--- config.mk ---
export PLATFORM = sky130hd
export DESIGN_NAME = audio_downmix_resample_pcm16_flat
export DESIGN_NICKNAME = d
export VERILOG_FILES = /design/src/sv/adrs_pkg.sv /design/src/sv/adrs_if.sv /design/src/sv/audio_downmix_resample_pcm16.sv /design/src/sv/adrs_mul.sv /design/src/sv/adrs_div.sv /design/src/flat_wrapper.sv
export SDC_FILE = /design/constraint.sdc
export NUM_CORES = 2
export LEC_CHECK = 0
export ABC_CLOCK_PERIOD_IN_PS = 35300
export BUFFER_PORTS_ARGS = -buffer_cell sky130_fd_sc_hd__buf_2
export CORE_AREA = 2 2 380 382
export DETAILED_ROUTE_END_ITERATION = 8
export DIE_AREA = 0 0 382 384
export GPL_TIMING_DRIVEN = 1
export PLACE_DENSITY_LB_ADDON = 0.2
export SLEW_MARGIN = 5
export SYNTH_ARGS = -nofsm -noshare
export SYNTH_HDL_FRONTEND = slang
export SYNTH_SLANG_ARGS = --single-unit
--- constraint.sdc ---
create_clock -name clk -period 35.3 [get_ports clk]
set_clock_uncertainty 0.2 [all_clocks]
set_input_delay 1.765 -clock clk [delete_from_list [all_inputs] [get_ports clk]]
set_output_delay 1.765 -clock clk [all_outputs]
set_load 0.005 [all_outputs]
--- src/sv/adrs_pkg.sv ---
// shared types and constants of the downmix / resample / pcm16 block
package adrs_pkg;

    // payload widths
    localparam int SAMPLE_W = 24;
    localparam int PCM_W    = 16;
    localparam int CHAN_W   = 4;
    localparam int RATE_W   = 18;
    localparam int ORATE_W  = 20;   // output rate after saturation at four times input rate
    localparam int CFG_IDX_W  = 2;
    localparam int CFG_DATA_W = 18;

    // run state widths
    localparam int FSUM_W  = 27;
    localparam int MCNT_W  = 25;
    localparam int IDX_W   = 27;
    localparam int POS_W   = 45;
    localparam int TCNT_W  = 28;
    localparam int NCNT_W  = 4;

    // shared multiplier
    localparam int MUL_A_W = 28;
    localparam int MUL_B_W = 21;
    localparam int MUL_P_W = MUL_A_W + MUL_B_W;

    // shared divider
    localparam int DIV_N_W = 60;
    localparam int DIV_D_W = 44;
    localparam int DIV_Q_W = 28;
    localparam int DIV_C_W = 6;

    // configuration register indexes
    localparam logic [CFG_IDX_W-1:0] CFG_CHANNEL_COUNT = 2'd0;
    localparam logic [CFG_IDX_W-1:0] CFG_INPUT_RATE    = 2'd1;
    localparam logic [CFG_IDX_W-1:0] CFG_OUTPUT_RATE   = 2'd2;

    // configuration reset values
    localparam logic [CHAN_W-1:0] CHANNEL_COUNT_RST = 4'd1;
    localparam logic [RATE_W-1:0] INPUT_RATE_RST    = 18'd48000;
    localparam logic [RATE_W-1:0] OUTPUT_RATE_RST   = 18'd16000;

    // limits
    localparam logic [CHAN_W-1:0] MAX_CHANNELS     = 4'd8;
    localparam logic [MCNT_W-1:0] MAX_MONO_SAMPLES = 25'd16777216;
    localparam logic [NCNT_W-1:0] MAX_RESULTS      = 4'd8;
    localparam logic [IDX_W-1:0]  IDX_LAST         = 27'h7FFFFFF;
    localparam logic [DIV_Q_W-1:0] MONO_BIAS       = 28'h4000000;
    localparam logic [PCM_W-1:0]  PCM_OFFSET       = 16'd32767;

    // shift codes of the divider: quotient bits developed per division
    typedef enum logic [1:0] {
        DIV_S16 = 2'd0,
        DIV_S28 = 2'd1,
        DIV_S45 = 2'd2
    } div_shift_t;

    typedef struct packed {
        logic       start;
        div_shift_t shift;
    } div_req_t;

    // sequencer states
    typedef enum logic [20:0] {
        ST_IDLE      = 21'h000001,
        ST_MONO_DIV  = 21'h000002,
        ST_DISPATCH  = 21'h000004,
        ST_LIM_MUL   = 21'h000008,
        ST_LIM_SAVE  = 21'h000010,
        ST_LOOP_CHK  = 21'h000020,
        ST_POS_MUL   = 21'h000040,
        ST_POS_CHK   = 21'h000080,
        ST_MOD_DIV   = 21'h000100,
        ST_PCM_M1    = 21'h000200,
        ST_PCM_M2    = 21'h000400,
        ST_PCM_SUM   = 21'h000800,
        ST_PCM_DIV   = 21'h001000,
        ST_EMIT      = 21'h002000,
        ST_T_MUL     = 21'h004000,
        ST_T_DIV     = 21'h008000,
        ST_T_WAIT    = 21'h010000,
        ST_LAST_MUL  = 21'h020000,
        ST_LAST_SAVE = 21'h040000,
        ST_FLOOP_CHK = 21'h080000,
        ST_CLEAR     = 21'h100000
    } state_t;

endpackage

--- src/sv/adrs_if.sv ---
// valid/ready channels for channel samples and pcm results
interface adrs_in_if;
    import adrs_pkg::*;
    logic                valid;
    logic                ready;
    logic [SAMPLE_W-1:0] sample;
    logic                final_req;

    modport source (output valid, output sample, output final_req, input ready);
    modport sink   (input valid, input sample, input final_req, output ready);
endinterface

interface adrs_out_if;
    import adrs_pkg::*;
    logic             valid;
    logic             ready;
    logic [PCM_W-1:0] pcm;
    logic             run_end;
    logic             empty_res;

    modport source (output valid, output pcm, output run_end, output empty_res, input ready);
    modport sink   (input valid, input pcm, input run_end, input empty_res, output ready);
endinterface

--- src/sv/audio_downmix_resample_pcm16.sv ---
// top level: frame downmix, linear interpolation resampler and pcm16 output
//
// samples: interleaved channel samples (Q2.22) with final_req on the last one
// of a recording. results: pcm16 mono samples with run_end on the last result
// of a recording and empty_res when the recording had no complete frame.
// cfg_we / cfg_index / cfg_data write channel_count, input_rate, output_rate;
// write only while the block is idle.
// Closing a frame adds a pass through the shared divider to form the mono
// average. Each result computed takes one pass through the multiplier for
// its source position, a division for the interpolation fraction (none past
// the last source sample), two multiplies and a division for the pcm value.
// A final sample adds a multiply and a division to derive the output count.
// At most 8 results per sample.
// One iterative divider and one multiplier are shared by all of these steps,
// so the block takes one sample at a time and drops ready while it works.
// Results wait in an output register; a stalled receiver holds the block
// only when the next result is ready to be written there.
// Reset restores the register defaults and clears all recording state.
module audio_downmix_resample_pcm16 (
    input  logic                                clk,
    input  logic                                rst_n,
    adrs_in_if.sink                             samples,
    adrs_out_if.source                          results,
    input  logic                                cfg_we,
    input  logic [adrs_pkg::CFG_IDX_W-1:0]      cfg_index,
    input  logic [adrs_pkg::CFG_DATA_W-1:0]     cfg_data
);
    import adrs_pkg::*;

    // configuration
    logic [CHAN_W-1:0] channel_count_reg;
    logic [RATE_W-1:0] input_rate_reg;
    logic [RATE_W-1:0] output_rate_reg;

    // recording state
    state_t                     state_reg;
    state_t                     ret_state_reg;
    logic signed [FSUM_W-1:0]   frame_sum_reg;
    logic [CHAN_W-1:0]          channels_seen_reg;
    logic signed [SAMPLE_W-1:0] previous_mono_reg;
    logic signed [SAMPLE_W-1:0] current_mono_reg;
    logic [MCNT_W-1:0]          mono_count_reg;
    logic [IDX_W-1:0]           nxt_reg;
    logic [PCM_W-1:0]           held_output_reg;
    logic                       held_valid_reg;
    logic                       fin_reg;
    logic                       newmono_reg;
    logic                       tail_reg;
    logic [NCNT_W-1:0]          n_reg;
    logic [POS_W-1:0]           limpos_reg;
    logic [TCNT_W-1:0]          t_reg;
    logic [ORATE_W-1:0]         r_reg;
    logic signed [MUL_P_W-1:0]  acc_reg;

    // staged and registered result
    logic [PCM_W-1:0] emit_pcm_reg;
    logic             emit_end_reg;
    logic             emit_empty_reg;
    logic             out_valid_reg;
    logic [PCM_W-1:0] out_pcm_reg;
    logic             out_end_reg;
    logic             out_empty_reg;

    // effective configuration
    logic [CHAN_W-1:0]  c_eff;
    logic [RATE_W-1:0]  ir_eff;
    logic [RATE_W-1:0]  or_min;
    logic [ORATE_W-1:0] or_cap;
    logic [ORATE_W-1:0] orr_eff;
    logic               hold;

    assign c_eff  = (channel_count_reg == 4'd0) ? 4'd1 :
                    (channel_count_reg > MAX_CHANNELS) ? MAX_CHANNELS : channel_count_reg;
    assign ir_eff = (input_rate_reg == 18'd0) ? 18'd1 : input_rate_reg;
    assign or_min = (output_rate_reg == 18'd0) ? 18'd1 : output_rate_reg;
    assign or_cap = {ir_eff, 2'b00};
    assign orr_eff = ({2'b00, or_min} > or_cap) ? or_cap : {2'b00, or_min};
    assign hold   = orr_eff < {2'b00, ir_eff};

    // input transfer and frame accumulation
    logic                     accept_in;
    logic signed [FSUM_W-1:0] fs_new;
    logic [CHAN_W-1:0]        cs_new;
    logic                     frame_done;
    logic [31:0]              mono_num;

    assign samples.ready = (state_reg == ST_IDLE);
    assign accept_in  = samples.valid && samples.ready;
    assign fs_new     = frame_sum_reg + {{(FSUM_W-SAMPLE_W){samples.sample[SAMPLE_W-1]}},
                                         samples.sample};
    assign cs_new     = channels_seen_reg + 4'd1;
    assign frame_done = cs_new >= c_eff;
    // 2*sum + c, biased by 2c * 2^26 so the dividend stays positive
    assign mono_num   = {{4{fs_new[FSUM_W-1]}}, fs_new, 1'b0} + {28'd0, c_eff}
                        + {1'b0, c_eff, 27'd0};

    // shared multiplier
    logic signed [MUL_A_W-1:0] mul_a;
    logic signed [MUL_B_W-1:0] mul_b;
    logic signed [MUL_P_W-1:0] prod;
    logic [MCNT_W-1:0]         mc_m1;
    logic signed [SAMPLE_W-1:0] pa;
    logic signed [SAMPLE_W:0]   pd;

    assign mc_m1 = mono_count_reg - 25'd1;
    assign pa    = tail_reg ? current_mono_reg : previous_mono_reg;
    assign pd    = tail_reg ? '0 : ({current_mono_reg[SAMPLE_W-1], current_mono_reg}
                                   - {previous_mono_reg[SAMPLE_W-1], previous_mono_reg});

    // multiplier operand select
    always_comb
    begin
        mul_a = '0;
        mul_b = '0;
        unique case (state_reg) inside
            ST_LIM_MUL, ST_LAST_MUL:
            begin
                mul_a = {3'd0, mc_m1};
                mul_b = {1'b0, orr_eff};
            end
            ST_T_MUL:
            begin
                mul_a = {3'd0, mono_count_reg};
                mul_b = {1'b0, orr_eff};
            end
            ST_POS_MUL:
            begin
                mul_a = {1'b0, nxt_reg};
                mul_b = {3'd0, ir_eff};
            end
            ST_PCM_M1:
            begin
                mul_a = {{(MUL_A_W-SAMPLE_W){pa[SAMPLE_W-1]}}, pa};
                mul_b = {1'b0, orr_eff};
            end
            ST_PCM_M2:
            begin
                mul_a = {{(MUL_A_W-SAMPLE_W-1){pd[SAMPLE_W]}}, pd};
                mul_b = {1'b0, r_reg};
            end
            default:
            begin
                mul_a = '0;
                mul_b = '0;
            end
        endcase
    end

    adrs_mul u_mul (
        .clk  (clk),
        .a    (mul_a),
        .b    (mul_b),
        .prod (prod)
    );

    // position compare
    logic [POS_W-1:0] pos;
    logic             pos_past;

    assign pos      = prod[POS_W-1:0];
    assign pos_past = pos >= limpos_reg;

    // pcm scaling: clamp, shift to [0, 2*lim], scale by 65534 and round
    logic signed [MUL_P_W:0] num_s;
    logic signed [MUL_P_W:0] lim_s;
    logic signed [MUL_P_W:0] num_c;
    logic signed [MUL_P_W:0] n2_full;
    logic [DIV_D_W-1:0]      n2;
    logic [DIV_N_W-1:0]      pcm_num;
    logic [PCM_W-1:0]        pcm_v;

    assign num_s   = {acc_reg[MUL_P_W-1], acc_reg} + {prod[MUL_P_W-1], prod};
    assign lim_s   = {8'd0, orr_eff, 22'd0};
    assign num_c   = (num_s > lim_s) ? lim_s : ((num_s < -lim_s) ? -lim_s : num_s);
    assign n2_full = num_c + lim_s;
    assign n2      = n2_full[DIV_D_W-1:0];
    assign pcm_num = {n2, 16'd0} - {15'd0, n2, 1'b0} + {18'd0, orr_eff, 22'd0};

    // output count numerator: 2*N*out + in
    logic [46:0] t_num;
    assign t_num = {1'b0, prod[POS_W-1:0], 1'b0} + {29'd0, ir_eff};

    // shared divider
    div_req_t           div_req;
    logic [DIV_N_W-1:0] div_num;
    logic [DIV_D_W-1:0] div_den;
    logic               div_done;
    logic [DIV_Q_W-1:0] div_quot;
    logic [DIV_D_W-1:0] div_rem;

    // divider request select
    always_comb
    begin
        div_req.start = 1'b0;
        div_req.shift = DIV_S45;
        div_num = '0;
        div_den = '0;
        unique case (state_reg)
            ST_IDLE:
            begin
                div_req.start = accept_in && frame_done;
                div_req.shift = DIV_S28;
                div_num = {28'd0, mono_num};
                div_den = {39'd0, c_eff, 1'b0};
            end
            ST_POS_CHK:
            begin
                div_req.start = !pos_past;
                div_req.shift = DIV_S45;
                div_num = {15'd0, pos};
                div_den = {24'd0, orr_eff};
            end
            ST_PCM_SUM:
            begin
                div_req.start = 1'b1;
                div_req.shift = DIV_S16;
                div_num = pcm_num;
                div_den = {1'b0, orr_eff, 23'd0};
            end
            ST_T_DIV:
            begin
                div_req.start = 1'b1;
                div_req.shift = DIV_S28;
                div_num = {13'd0, t_num};
                div_den = {25'd0, ir_eff, 1'b0};
            end
            default:
            begin
                div_req.start = 1'b0;
            end
        endcase
    end

    adrs_div u_div (
        .clk   (clk),
        .rst_n (rst_n),
        .req   (div_req),
        .num   (div_num),
        .den   (div_den),
        .done  (div_done),
        .quot  (div_quot),
        .rem   (div_rem)
    );

    // loop conditions
    logic [SAMPLE_W-1:0] mono_v;
    logic [TCNT_W-1:0]   nxt_w;
    logic                last_out;
    logic                held_due;
    logic                floop_run;
    logic                out_free;

    assign mono_v    = SAMPLE_W'(div_quot - MONO_BIAS);
    assign pcm_v     = div_quot[PCM_W-1:0] - PCM_OFFSET;
    assign nxt_w     = {1'b0, nxt_reg};
    assign last_out  = (nxt_w + 28'd1 >= t_reg) || (nxt_reg == IDX_LAST - 27'd1)
                       || (n_reg == MAX_RESULTS - 4'd1);
    assign held_due  = (nxt_w - 28'd1) < t_reg;
    assign floop_run = (nxt_w < t_reg) && (nxt_reg != IDX_LAST) && (n_reg < MAX_RESULTS);
    assign out_free  = !out_valid_reg || results.ready;

    // configuration writes
    always_ff @(posedge clk or negedge rst_n)
    begin
        if (!rst_n)
        begin
            channel_count_reg <= CHANNEL_COUNT_RST;
            input_rate_reg    <= INPUT_RATE_RST;
            output_rate_reg   <= OUTPUT_RATE_RST;
        end
        else if (cfg_we)
        begin
            unique case (cfg_index)
                CFG_CHANNEL_COUNT: channel_count_reg <= cfg_data[CHAN_W-1:0];
                CFG_INPUT_RATE:    input_rate_reg    <= cfg_data;
                CFG_OUTPUT_RATE:   output_rate_reg   <= cfg_data;
                default:           ;
            endcase
        end
    end

    // sequencer
    always_ff @(posedge clk or negedge rst_n)
    begin
        if (!rst_n)
        begin
            state_reg         <= ST_IDLE;
            ret_state_reg     <= ST_IDLE;
            frame_sum_reg     <= '0;
            channels_seen_reg <= '0;
            previous_mono_reg <= '0;
            current_mono_reg  <= '0;
            mono_count_reg    <= '0;
            nxt_reg           <= '0;
            held_output_reg   <= '0;
            held_valid_reg    <= 1'b0;
            fin_reg           <= 1'b0;
            newmono_reg       <= 1'b0;
            tail_reg          <= 1'b0;
            n_reg             <= '0;
            limpos_reg        <= '0;
            t_reg             <= '0;
            r_reg             <= '0;
            acc_reg           <= '0;
            emit_pcm_reg      <= '0;
            emit_end_reg      <= 1'b0;
            emit_empty_reg    <= 1'b0;
        end
        else
        begin
            unique case (state_reg)
                ST_IDLE:
                begin
                    if (accept_in)
                    begin
                        fin_reg     <= samples.final_req;
                        newmono_reg <= 1'b0;
                        if (frame_done)
                        begin
                            frame_sum_reg     <= '0;
                            channels_seen_reg <= '0;
                            state_reg         <= ST_MONO_DIV;
                        end
                        else
                        begin
                            frame_sum_reg     <= fs_new;
                            channels_seen_reg <= cs_new;
                            state_reg         <= ST_DISPATCH;
                        end
                    end
                end
                ST_MONO_DIV:
                begin
                    if (div_done)
                    begin
                        if (mono_count_reg < MAX_MONO_SAMPLES)
                        begin
                            previous_mono_reg <= current_mono_reg;
                            current_mono_reg  <= mono_v;
                            mono_count_reg    <= mono_count_reg + 25'd1;
                            newmono_reg       <= 1'b1;
                        end
                        state_reg <= ST_DISPATCH;
                    end
                end
                ST_DISPATCH:
                begin
                    if (fin_reg)
                    begin
                        if (mono_count_reg == '0)
                        begin
                            // empty recording marker
                            emit_pcm_reg   <= '0;
                            emit_end_reg   <= 1'b1;
                            emit_empty_reg <= 1'b1;
                            ret_state_reg  <= ST_CLEAR;
                            state_reg      <= ST_EMIT;
                        end
                        else
                        begin
                            state_reg <= ST_T_MUL;
                        end
                    end
                    else if (newmono_reg && mono_count_reg >= 25'd2)
                    begin
                        state_reg <= ST_LIM_MUL;
                    end
                    else
                    begin
                        state_reg <= ST_IDLE;
                    end
                end
                ST_LIM_MUL:
                begin
                    state_reg <= ST_LIM_SAVE;
                end
                ST_LIM_SAVE:
                begin
                    limpos_reg <= pos;
                    n_reg      <= '0;
                    if (!hold && held_valid_reg)
                    begin
                        emit_pcm_reg   <= held_output_reg;
                        emit_end_reg   <= 1'b0;
                        emit_empty_reg <= 1'b0;
                        held_valid_reg <= 1'b0;
                        ret_state_reg  <= ST_LOOP_CHK;
                        state_reg      <= ST_EMIT;
                    end
                    else
                    begin
                        state_reg <= ST_LOOP_CHK;
                    end
                end
                ST_LOOP_CHK:
                begin
                    if (nxt_reg == IDX_LAST || n_reg >= MAX_RESULTS)
                        state_reg <= ST_IDLE;
                    else
                        state_reg <= ST_POS_MUL;
                end
                ST_POS_MUL:
                begin
                    state_reg <= ST_POS_CHK;
                end
                ST_POS_CHK:
                begin
                    if (!pos_past)
                    begin
                        tail_reg  <= 1'b0;
                        state_reg <= ST_MOD_DIV;
                    end
                    else if (fin_reg)
                    begin
                        // past the last source sample: repeat it
                        tail_reg  <= 1'b1;
                        r_reg     <= '0;
                        state_reg <= ST_PCM_M1;
                    end
                    else
                    begin
                        state_reg <= ST_IDLE;
                    end
                end
                ST_MOD_DIV:
                begin
                    if (div_done)
                    begin
                        r_reg     <= div_rem[ORATE_W-1:0];
                        state_reg <= ST_PCM_M1;
                    end
                end
                ST_PCM_M1:
                begin
                    state_reg <= ST_PCM_M2;
                end
                ST_PCM_M2:
                begin
                    acc_reg   <= prod;
                    state_reg <= ST_PCM_SUM;
                end
                ST_PCM_SUM:
                begin
                    state_reg <= ST_PCM_DIV;
                end
                ST_PCM_DIV:
                begin
                    if (div_done)
                    begin
                        nxt_reg <= nxt_reg + 27'd1;
                        if (fin_reg)
                        begin
                            emit_pcm_reg   <= pcm_v;
                            emit_end_reg   <= last_out;
                            emit_empty_reg <= 1'b0;
                            ret_state_reg  <= ST_FLOOP_CHK;
                            state_reg      <= ST_EMIT;
                        end
                        else if (hold)
                        begin
                            // keep the newest value back, release the older one
                            held_output_reg <= pcm_v;
                            held_valid_reg  <= 1'b1;
                            if (held_valid_reg)
                            begin
                                emit_pcm_reg   <= held_output_reg;
                                emit_end_reg   <= 1'b0;
                                emit_empty_reg <= 1'b0;
                                ret_state_reg  <= ST_LOOP_CHK;
                                state_reg      <= ST_EMIT;
                            end
                            else
                            begin
                                state_reg <= ST_LOOP_CHK;
                            end
                        end
                        else
                        begin
                            emit_pcm_reg   <= pcm_v;
                            emit_end_reg   <= 1'b0;
                            emit_empty_reg <= 1'b0;
                            ret_state_reg  <= ST_LOOP_CHK;
                            state_reg      <= ST_EMIT;
                        end
                    end
                end
                ST_EMIT:
                begin
                    if (out_free)
                    begin
                        n_reg     <= n_reg + 4'd1;
                        state_reg <= ret_state_reg;
                    end
                end
                ST_T_MUL:
                begin
                    state_reg <= ST_T_DIV;
                end
                ST_T_DIV:
                begin
                    state_reg <= ST_T_WAIT;
                end
                ST_T_WAIT:
                begin
                    if (div_done)
                    begin
                        if (mono_count_reg == 25'd1 || div_quot == '0)
                            t_reg <= 28'd1;
                        else
                            t_reg <= div_quot;
                        state_reg <= ST_LAST_MUL;
                    end
                end
                ST_LAST_MUL:
                begin
                    state_reg <= ST_LAST_SAVE;
                end
                ST_LAST_SAVE:
                begin
                    limpos_reg     <= pos;
                    n_reg          <= '0;
                    held_valid_reg <= 1'b0;
                    if (held_valid_reg && held_due)
                    begin
                        emit_pcm_reg   <= held_output_reg;
                        emit_end_reg   <= !((nxt_w < t_reg) && (nxt_reg != IDX_LAST));
                        emit_empty_reg <= 1'b0;
                        ret_state_reg  <= ST_FLOOP_CHK;
                        state_reg      <= ST_EMIT;
                    end
                    else
                    begin
                        state_reg <= ST_FLOOP_CHK;
                    end
                end
                ST_FLOOP_CHK:
                begin
                    if (floop_run)
                    begin
                        state_reg <= ST_POS_MUL;
                    end
                    else if (n_reg == '0)
                    begin
                        // held value dropped and nothing else due
                        emit_pcm_reg   <= '0;
                        emit_end_reg   <= 1'b1;
                        emit_empty_reg <= 1'b0;
                        ret_state_reg  <= ST_CLEAR;
                        state_reg      <= ST_EMIT;
                    end
                    else
                    begin
                        state_reg <= ST_CLEAR;
                    end
                end
                ST_CLEAR:
                begin
                    frame_sum_reg     <= '0;
                    channels_seen_reg <= '0;
                    previous_mono_reg <= '0;
                    current_mono_reg  <= '0;
                    mono_count_reg    <= '0;
                    nxt_reg           <= '0;
                    held_output_reg   <= '0;
                    held_valid_reg    <= 1'b0;
                    state_reg         <= ST_IDLE;
                end
                default:
                begin
                    state_reg <= ST_IDLE;
                end
            endcase
        end
    end

    // output register
    always_ff @(posedge clk or negedge rst_n)
    begin
        if (!rst_n)
        begin
            out_valid_reg <= 1'b0;
        end
        else if (state_reg == ST_EMIT && out_free)
        begin
            out_valid_reg <= 1'b1;
        end
        else if (results.ready)
        begin
            out_valid_reg <= 1'b0;
        end
    end

    always_ff @(posedge clk)
    begin
        if (state_reg == ST_EMIT && out_free)
        begin
            out_pcm_reg   <= emit_pcm_reg;
            out_end_reg   <= emit_end_reg;
            out_empty_reg <= emit_empty_reg;
        end
    end

    assign results.valid     = out_valid_reg;
    assign results.pcm       = out_pcm_reg;
    assign results.run_end   = out_end_reg;
    assign results.empty_res = out_empty_reg;

    // no more than the per-sample result budget
    a_result_budget: assert property (@(posedge clk) disable iff (!rst_n)
        n_reg <= MAX_RESULTS) else $error("result budget exceeded");
    a_frame_bound: assert property (@(posedge clk) disable iff (!rst_n)
        channels_seen_reg < MAX_CHANNELS) else $error("frame overran channel limit");
    a_clear_run: assert property (@(posedge clk) disable iff (!rst_n)
        (state_reg == ST_CLEAR) |=> (mono_count_reg == '0 && !held_valid_reg))
        else $error("recording state not cleared");
    a_emit_end: assert property (@(posedge clk) disable iff (!rst_n)
        (state_reg == ST_EMIT && ret_state_reg == ST_CLEAR) |-> emit_end_reg)
        else $error("closing result lacks run_end");

endmodule

--- src/sv/adrs_mul.sv ---
// shared signed multiplier with registered product
module adrs_mul (
    input  logic                             clk,
    input  logic signed [adrs_pkg::MUL_A_W-1:0] a,
    input  logic signed [adrs_pkg::MUL_B_W-1:0] b,
    output logic signed [adrs_pkg::MUL_P_W-1:0] prod
);
    import adrs_pkg::*;

    logic signed [MUL_P_W-1:0] prod_reg;

    // one product per cycle
    always_ff @(posedge clk)
    begin
        prod_reg <= a * b;
    end

    assign prod = prod_reg;

endmodule

--- src/sv/adrs_div.sv ---
// shared restoring divider, one quotient bit per cycle
module adrs_div (
    input  logic                           clk,
    input  logic                           rst_n,
    input  adrs_pkg::div_req_t             req,
    input  logic [adrs_pkg::DIV_N_W-1:0]   num,
    input  logic [adrs_pkg::DIV_D_W-1:0]   den,
    output logic                           done,
    output logic [adrs_pkg::DIV_Q_W-1:0]   quot,
    output logic [adrs_pkg::DIV_D_W-1:0]   rem
);
    import adrs_pkg::*;

    logic [DIV_D_W-1:0] rem_reg;
    logic [DIV_D_W-1:0] den_reg;
    logic [DIV_N_W-1:0] nb_reg;
    logic [DIV_Q_W-1:0] q_reg;
    logic [DIV_C_W-1:0] cnt_reg;
    logic               busy_reg;
    logic               done_reg;

    logic [DIV_D_W:0]   trial;
    logic               ge;
    logic [DIV_D_W:0]   diff;

    // one trial subtract per cycle
    assign trial = {rem_reg, nb_reg[DIV_N_W-1]};
    assign ge    = trial >= {1'b0, den_reg};
    assign diff  = trial - {1'b0, den_reg};

    // control
    always_ff @(posedge clk or negedge rst_n)
    begin
        if (!rst_n)
        begin
            busy_reg <= 1'b0;
            done_reg <= 1'b0;
            cnt_reg  <= '0;
        end
        else if (req.start)
        begin
            busy_reg <= 1'b1;
            done_reg <= 1'b0;
            unique case (req.shift)
                DIV_S16: cnt_reg <= 6'd16;
                DIV_S28: cnt_reg <= 6'd28;
                DIV_S45: cnt_reg <= 6'd45;
                default: cnt_reg <= 6'd45;
            endcase
        end
        else if (busy_reg)
        begin
            cnt_reg <= cnt_reg - 6'd1;
            if (cnt_reg == 6'd1)
            begin
                busy_reg <= 1'b0;
                done_reg <= 1'b1;
            end
        end
        else
        begin
            done_reg <= 1'b0;
        end
    end

    // datapath: high numerator bits preload the remainder
    always_ff @(posedge clk)
    begin
        if (req.start)
        begin
            den_reg <= den;
            q_reg   <= '0;
            unique case (req.shift)
                DIV_S16:
                begin
                    rem_reg <= num[59:16];
                    nb_reg  <= {num[15:0], 44'd0};
                end
                DIV_S28:
                begin
                    rem_reg <= {12'd0, num[59:28]};
                    nb_reg  <= {num[27:0], 32'd0};
                end
                default:
                begin
                    rem_reg <= {29'd0, num[59:45]};
                    nb_reg  <= {num[44:0], 15'd0};
                end
            endcase
        end
        else if (busy_reg)
        begin
            rem_reg <= ge ? diff[DIV_D_W-1:0] : trial[DIV_D_W-1:0];
            nb_reg  <= {nb_reg[DIV_N_W-2:0], 1'b0};
            q_reg   <= {q_reg[DIV_Q_W-2:0], ge};
        end
    end

    assign done = done_reg;
    assign quot = q_reg;
    assign rem  = rem_reg;

    // a new division starts only on an idle unit
    a_start_idle: assert property (@(posedge clk) disable iff (!rst_n)
        req.start |-> !busy_reg) else $error("divider restarted while busy");
    a_done_idle: assert property (@(posedge clk) disable iff (!rst_n)
        done_reg |-> !busy_reg) else $error("divider done while busy");
    a_busy_cnt: assert property (@(posedge clk) disable iff (!rst_n)
        busy_reg |-> cnt_reg != 6'd0) else $error("divider busy with no bits left");

endmodule

--- src/flat_wrapper.sv ---
// flat-port wrapper written by rule: the top's interface ports become plain ports
module audio_downmix_resample_pcm16_flat import adrs_pkg::*;
  (clk, rst_n, cfg_we, cfg_index, cfg_data, samples_valid, samples_sample, samples_final_req, samples_ready, results_valid, results_pcm, results_run_end, results_empty_res, results_ready);
  adrs_in_if samples_i ();
  adrs_out_if results_i ();
  input  logic clk;
  input  logic rst_n;
  input  logic cfg_we;
  input  logic [adrs_pkg::CFG_IDX_W-1:0] cfg_index;
  input  logic [adrs_pkg::CFG_DATA_W-1:0] cfg_data;
  input wire logic [$bits(samples_i.valid)-1:0] samples_valid;
  input wire logic [$bits(samples_i.sample)-1:0] samples_sample;
  input wire logic [$bits(samples_i.final_req)-1:0] samples_final_req;
  output wire logic [$bits(samples_i.ready)-1:0] samples_ready;
  output wire logic [$bits(results_i.valid)-1:0] results_valid;
  output wire logic [$bits(results_i.pcm)-1:0] results_pcm;
  output wire logic [$bits(results_i.run_end)-1:0] results_run_end;
  output wire logic [$bits(results_i.empty_res)-1:0] results_empty_res;
  input wire logic [$bits(results_i.ready)-1:0] results_ready;
  assign samples_i.valid = samples_valid;
  assign samples_i.sample = samples_sample;
  assign samples_i.final_req = samples_final_req;
  assign samples_ready = samples_i.ready;
  assign results_valid = results_i.valid;
  assign results_pcm = results_i.pcm;
  assign results_run_end = results_i.run_end;
  assign results_empty_res = results_i.empty_res;
  assign results_i.ready = results_ready;
  audio_downmix_resample_pcm16 u_core (.clk(clk), .rst_n(rst_n), .samples(samples_i), .results(results_i), .cfg_we(cfg_we), .cfg_index(cfg_index), .cfg_data(cfg_data));
endmodule
==> flow_metrics.env <==
export IMPL_status="finished, final reports clean"
export IMPL_async_flop_share_pct=63.5
export IMPL_drc=0
export IMPL_clk_path_buf_depth=3
export IMPL_design_core_area_mm2=0.143
export IMPL_clk_pin_slew_worst_paths_ns=0.06
export IMPL_total_leakage_power_nw=34.2
export IMPL_finalCriticalPeriod_ns=14.83
export IMPL_required_ns=35.52
export IMPL_syn_to_final_growth_pct=8.08
export IMPL_grt_usage_pct=31.1
export IMPL_final_hold_viol_count=0
export IMPL_firstDrtPassIters=6
export IMPL_fin_setup_tns_ns=0
export IMPL_fin_area_mm2=0.0719
export IMPL_die_h_um=384
export IMPL_synth_top_area_share_pct=17.7
export IMPL_die_w_um=382
export IMPL_finalWirelength_mm=227
export IMPL_slew_limit_headroom_pct=14.8
export IMPL_die_area_mm2=0.147
export IMPL_slowest_stage="nor4_1"
export IMPL_postCtsHoldBufs=0
export IMPL_whs_ns=0.242
export IMPL_synth_top_family_by_area="adder cells"
export IMPL_ys_ff_latch=613
export IMPL_cts_setup_buffers=0
export IMPL_yosysWarnings=0
export IMPL_vias=56500
export IMPL_grt_max_degree=96
export IMPL_synthCells=7679
export IMPL_routed_via_density=5.90
export IMPL_htreeDepth=3
export IMPL_gp_congestion=1.00
export IMPL_cts_sinks=613
export IMPL_dr_first_iter_drc_count=5496
export IMPL_avgSynthCellArea_um2=8.66
export IMPL_fin_ws_ns=20.47
export IMPL_grt_ovfl_total=0
export IMPL_max_freq_mhz=67.5
export IMPL_io_buffer_count=69
export IMPL_synth_simple_gate_area_share_pct=16.9
export IMPL_grt_pass1_vias=56100
export IMPL_ys_seq_area_share_pct=23.6
export IMPL_ant_nets=0
export IMPL_hpwl_mm=181
export IMPL_placed_cell_area_mm2=0.0693
export IMPL_synth_most_common_cell="nand2_1"
export IMPL_drive_gt1_share_pct=6.89
export IMPL_synth_compound_area_share_pct=15.5
export IMPL_synthMuxAreaShare_pct=2.70
export IMPL_synth_distinct_cells=104
export IMPL_finalNetCount=8841
export IMPL_hold_class="flop to flop"
export IMPL_worst_path_max_fanout=54
export IMPL_slowest_delay_ns=0.80
export IMPL_final_util_pct=50.4
export IMPL_cp_start_kind="flop"
export IMPL_worst_endpoint_arrival_ns=15.04
export IMPL_peakVddDrop_mv=0.0488
export IMPL_cts_tree="yes"
export IMPL_synth_common_cells="nand2_1 (1042), inv_1 (898), fa_1 (589), ha_1 (589), nor2_1 (520)"
export IMPL_p_per_area_mw_per_mm2=56.1
export IMPL_drv_cap=0
export IMPL_ys_flop_type="dfrtp_1"
export IMPL_grt_pass1_wl_mm=349
export IMPL_synthAdderAreaFrac_pct=28.8
export IMPL_cts_made_buffers=74
export IMPL_insertion_delay_ns=0.71
export IMPL_syn_area_mm2=0.0665
export IMPL_critPathBufInv=3
export IMPL_synthXorXnorAreaFrac_pct=5.23
export IMPL_antenna_found_initial=19
export IMPL_period_share_pct=42.0
export IMPL_io_pins=70
export IMPL_ctsResizeCount=0
export IMPL_synth_edf_count=147
export IMPL_wl_per_cell_um=23.7
export IMPL_yosys_top_cells_area="fa_1 (18%), dfrtp_1 (14%), ha_1 (11%)"
export IMPL_pre_cts_ws_ns=20.72
export IMPL_crit_type="flop to flop"
export IMPL_initial_utilization_pct=46.6
export IMPL_endpoint_kind="flop"
export IMPL_rows=139
export IMPL_rsz0062_at_grt="false"
export IMPL_root_buffer="clkbuf_16"
export IMPL_setup_viol=0
export IMPL_worstMarginPinSlew_ns=1.28
export IMPL_drv_slew=0
export IMPL_path_delay_family="compound AO/OA/AOI/OAI gates"
export IMPL_synth_largest_area_cell="fa_1"
## cell type report
| class | count | area (um^2) |
|---|---|---|
| multi-input cells | 5803 | 46300 |
| inverters | 902 | 3390 |
| well taps | 1903 | 2380 |
| repair buffers | 219 | 1480 |
| clock buffers | 95 | 2030 |
| fillers | 13700 | 70900 |
| flip-flops and latches | 613 | 15700 |
| diodes | 4 | 10.0 |
| clock inverters | 43 | 577 |
## cells by family (layout without fill, tap and decap cells)
| logic type | after synthesis | in the layout |
|---|---|---|
| compound gates | 1595 | 1595 |
| xor+xnor | 397 | 397 |
| flops | 613 | 613 |
| mux | 171 | 171 |
| other cells | 2 | 18 |
| buf+inv | 1275 | 1259 |
| simple gates | 2448 | 2448 |
| fa+ha+maj | 1178 | 1178 |
## worst paths after layout
path | slack [ns] | to | start | cells past startpoint
setup / recovery | 20.47 | u_core.u_div.rem[40] | u_core.input_rate_reg[10] | 54
min in group asynchronous | 0.88 | u_core.mono_count_reg[6] | rst_n | 1
hold reg to reg | 0.24 | u_core.results.pcm[10] | u_core.emit_pcm_reg[10] | 0
setup reg to reg | 20.47 | u_core.u_div.rem[40] | u_core.input_rate_reg[10] | 54
hold / removal | 0.24 | u_core.results.pcm[10] | u_core.emit_pcm_reg[10] | 0
max in group asynchronous | 30.88 | u_core.limpos_reg[44] | rst_n | 4
## layer usage
layer,track usage (%),routed length [um],vias to the layer above
met5,0,47,-
met4,8.49,6240,6
met3,4.90,18200,315
met2,47.0,97200,2069
met1,46.0,106000,28300
li1,-,-,25900
## through the flow
stage	std cells	power, mW
finish	9582	4.04
CTS	9578	4.01
global route	9578	4.31
floorplan	7691	2.53
detailed placement	9440	3.17
global placement	9440	3.17
## placed cells by master, fill, tap and decap left out, types with 83 or more instances in the layout
| cell | count |
|---|---|
| a21o_1 | 168 |
| a21oi_1 | 386 |
| buf_4 | 150 |
| dfrtp_1 | 373 |
| edfxtp_1 | 147 |
| fa_1 | 589 |
| ha_1 | 589 |
| inv_1 | 898 |
| mux2i_1 | 103 |
| nand2_1 | 1041 |
| nand3_1 | 177 |
| nand4_1 | 83 |
| nor2_1 | 517 |
| nor2b_1 | 113 |
| nor3_1 | 97 |
| o21ai_0 | 365 |
| xnor2_1 | 235 |
| xor2_1 | 162 |
## report_power, final
part	internal (mW)	leakage, nW	switching (mW)
registers	0.897	7.25	0.131
clock network	0.469	1.24	0.352
logic	0.836	25.7	1.35
Note: power is estimated with default switching activity, not from simulation.
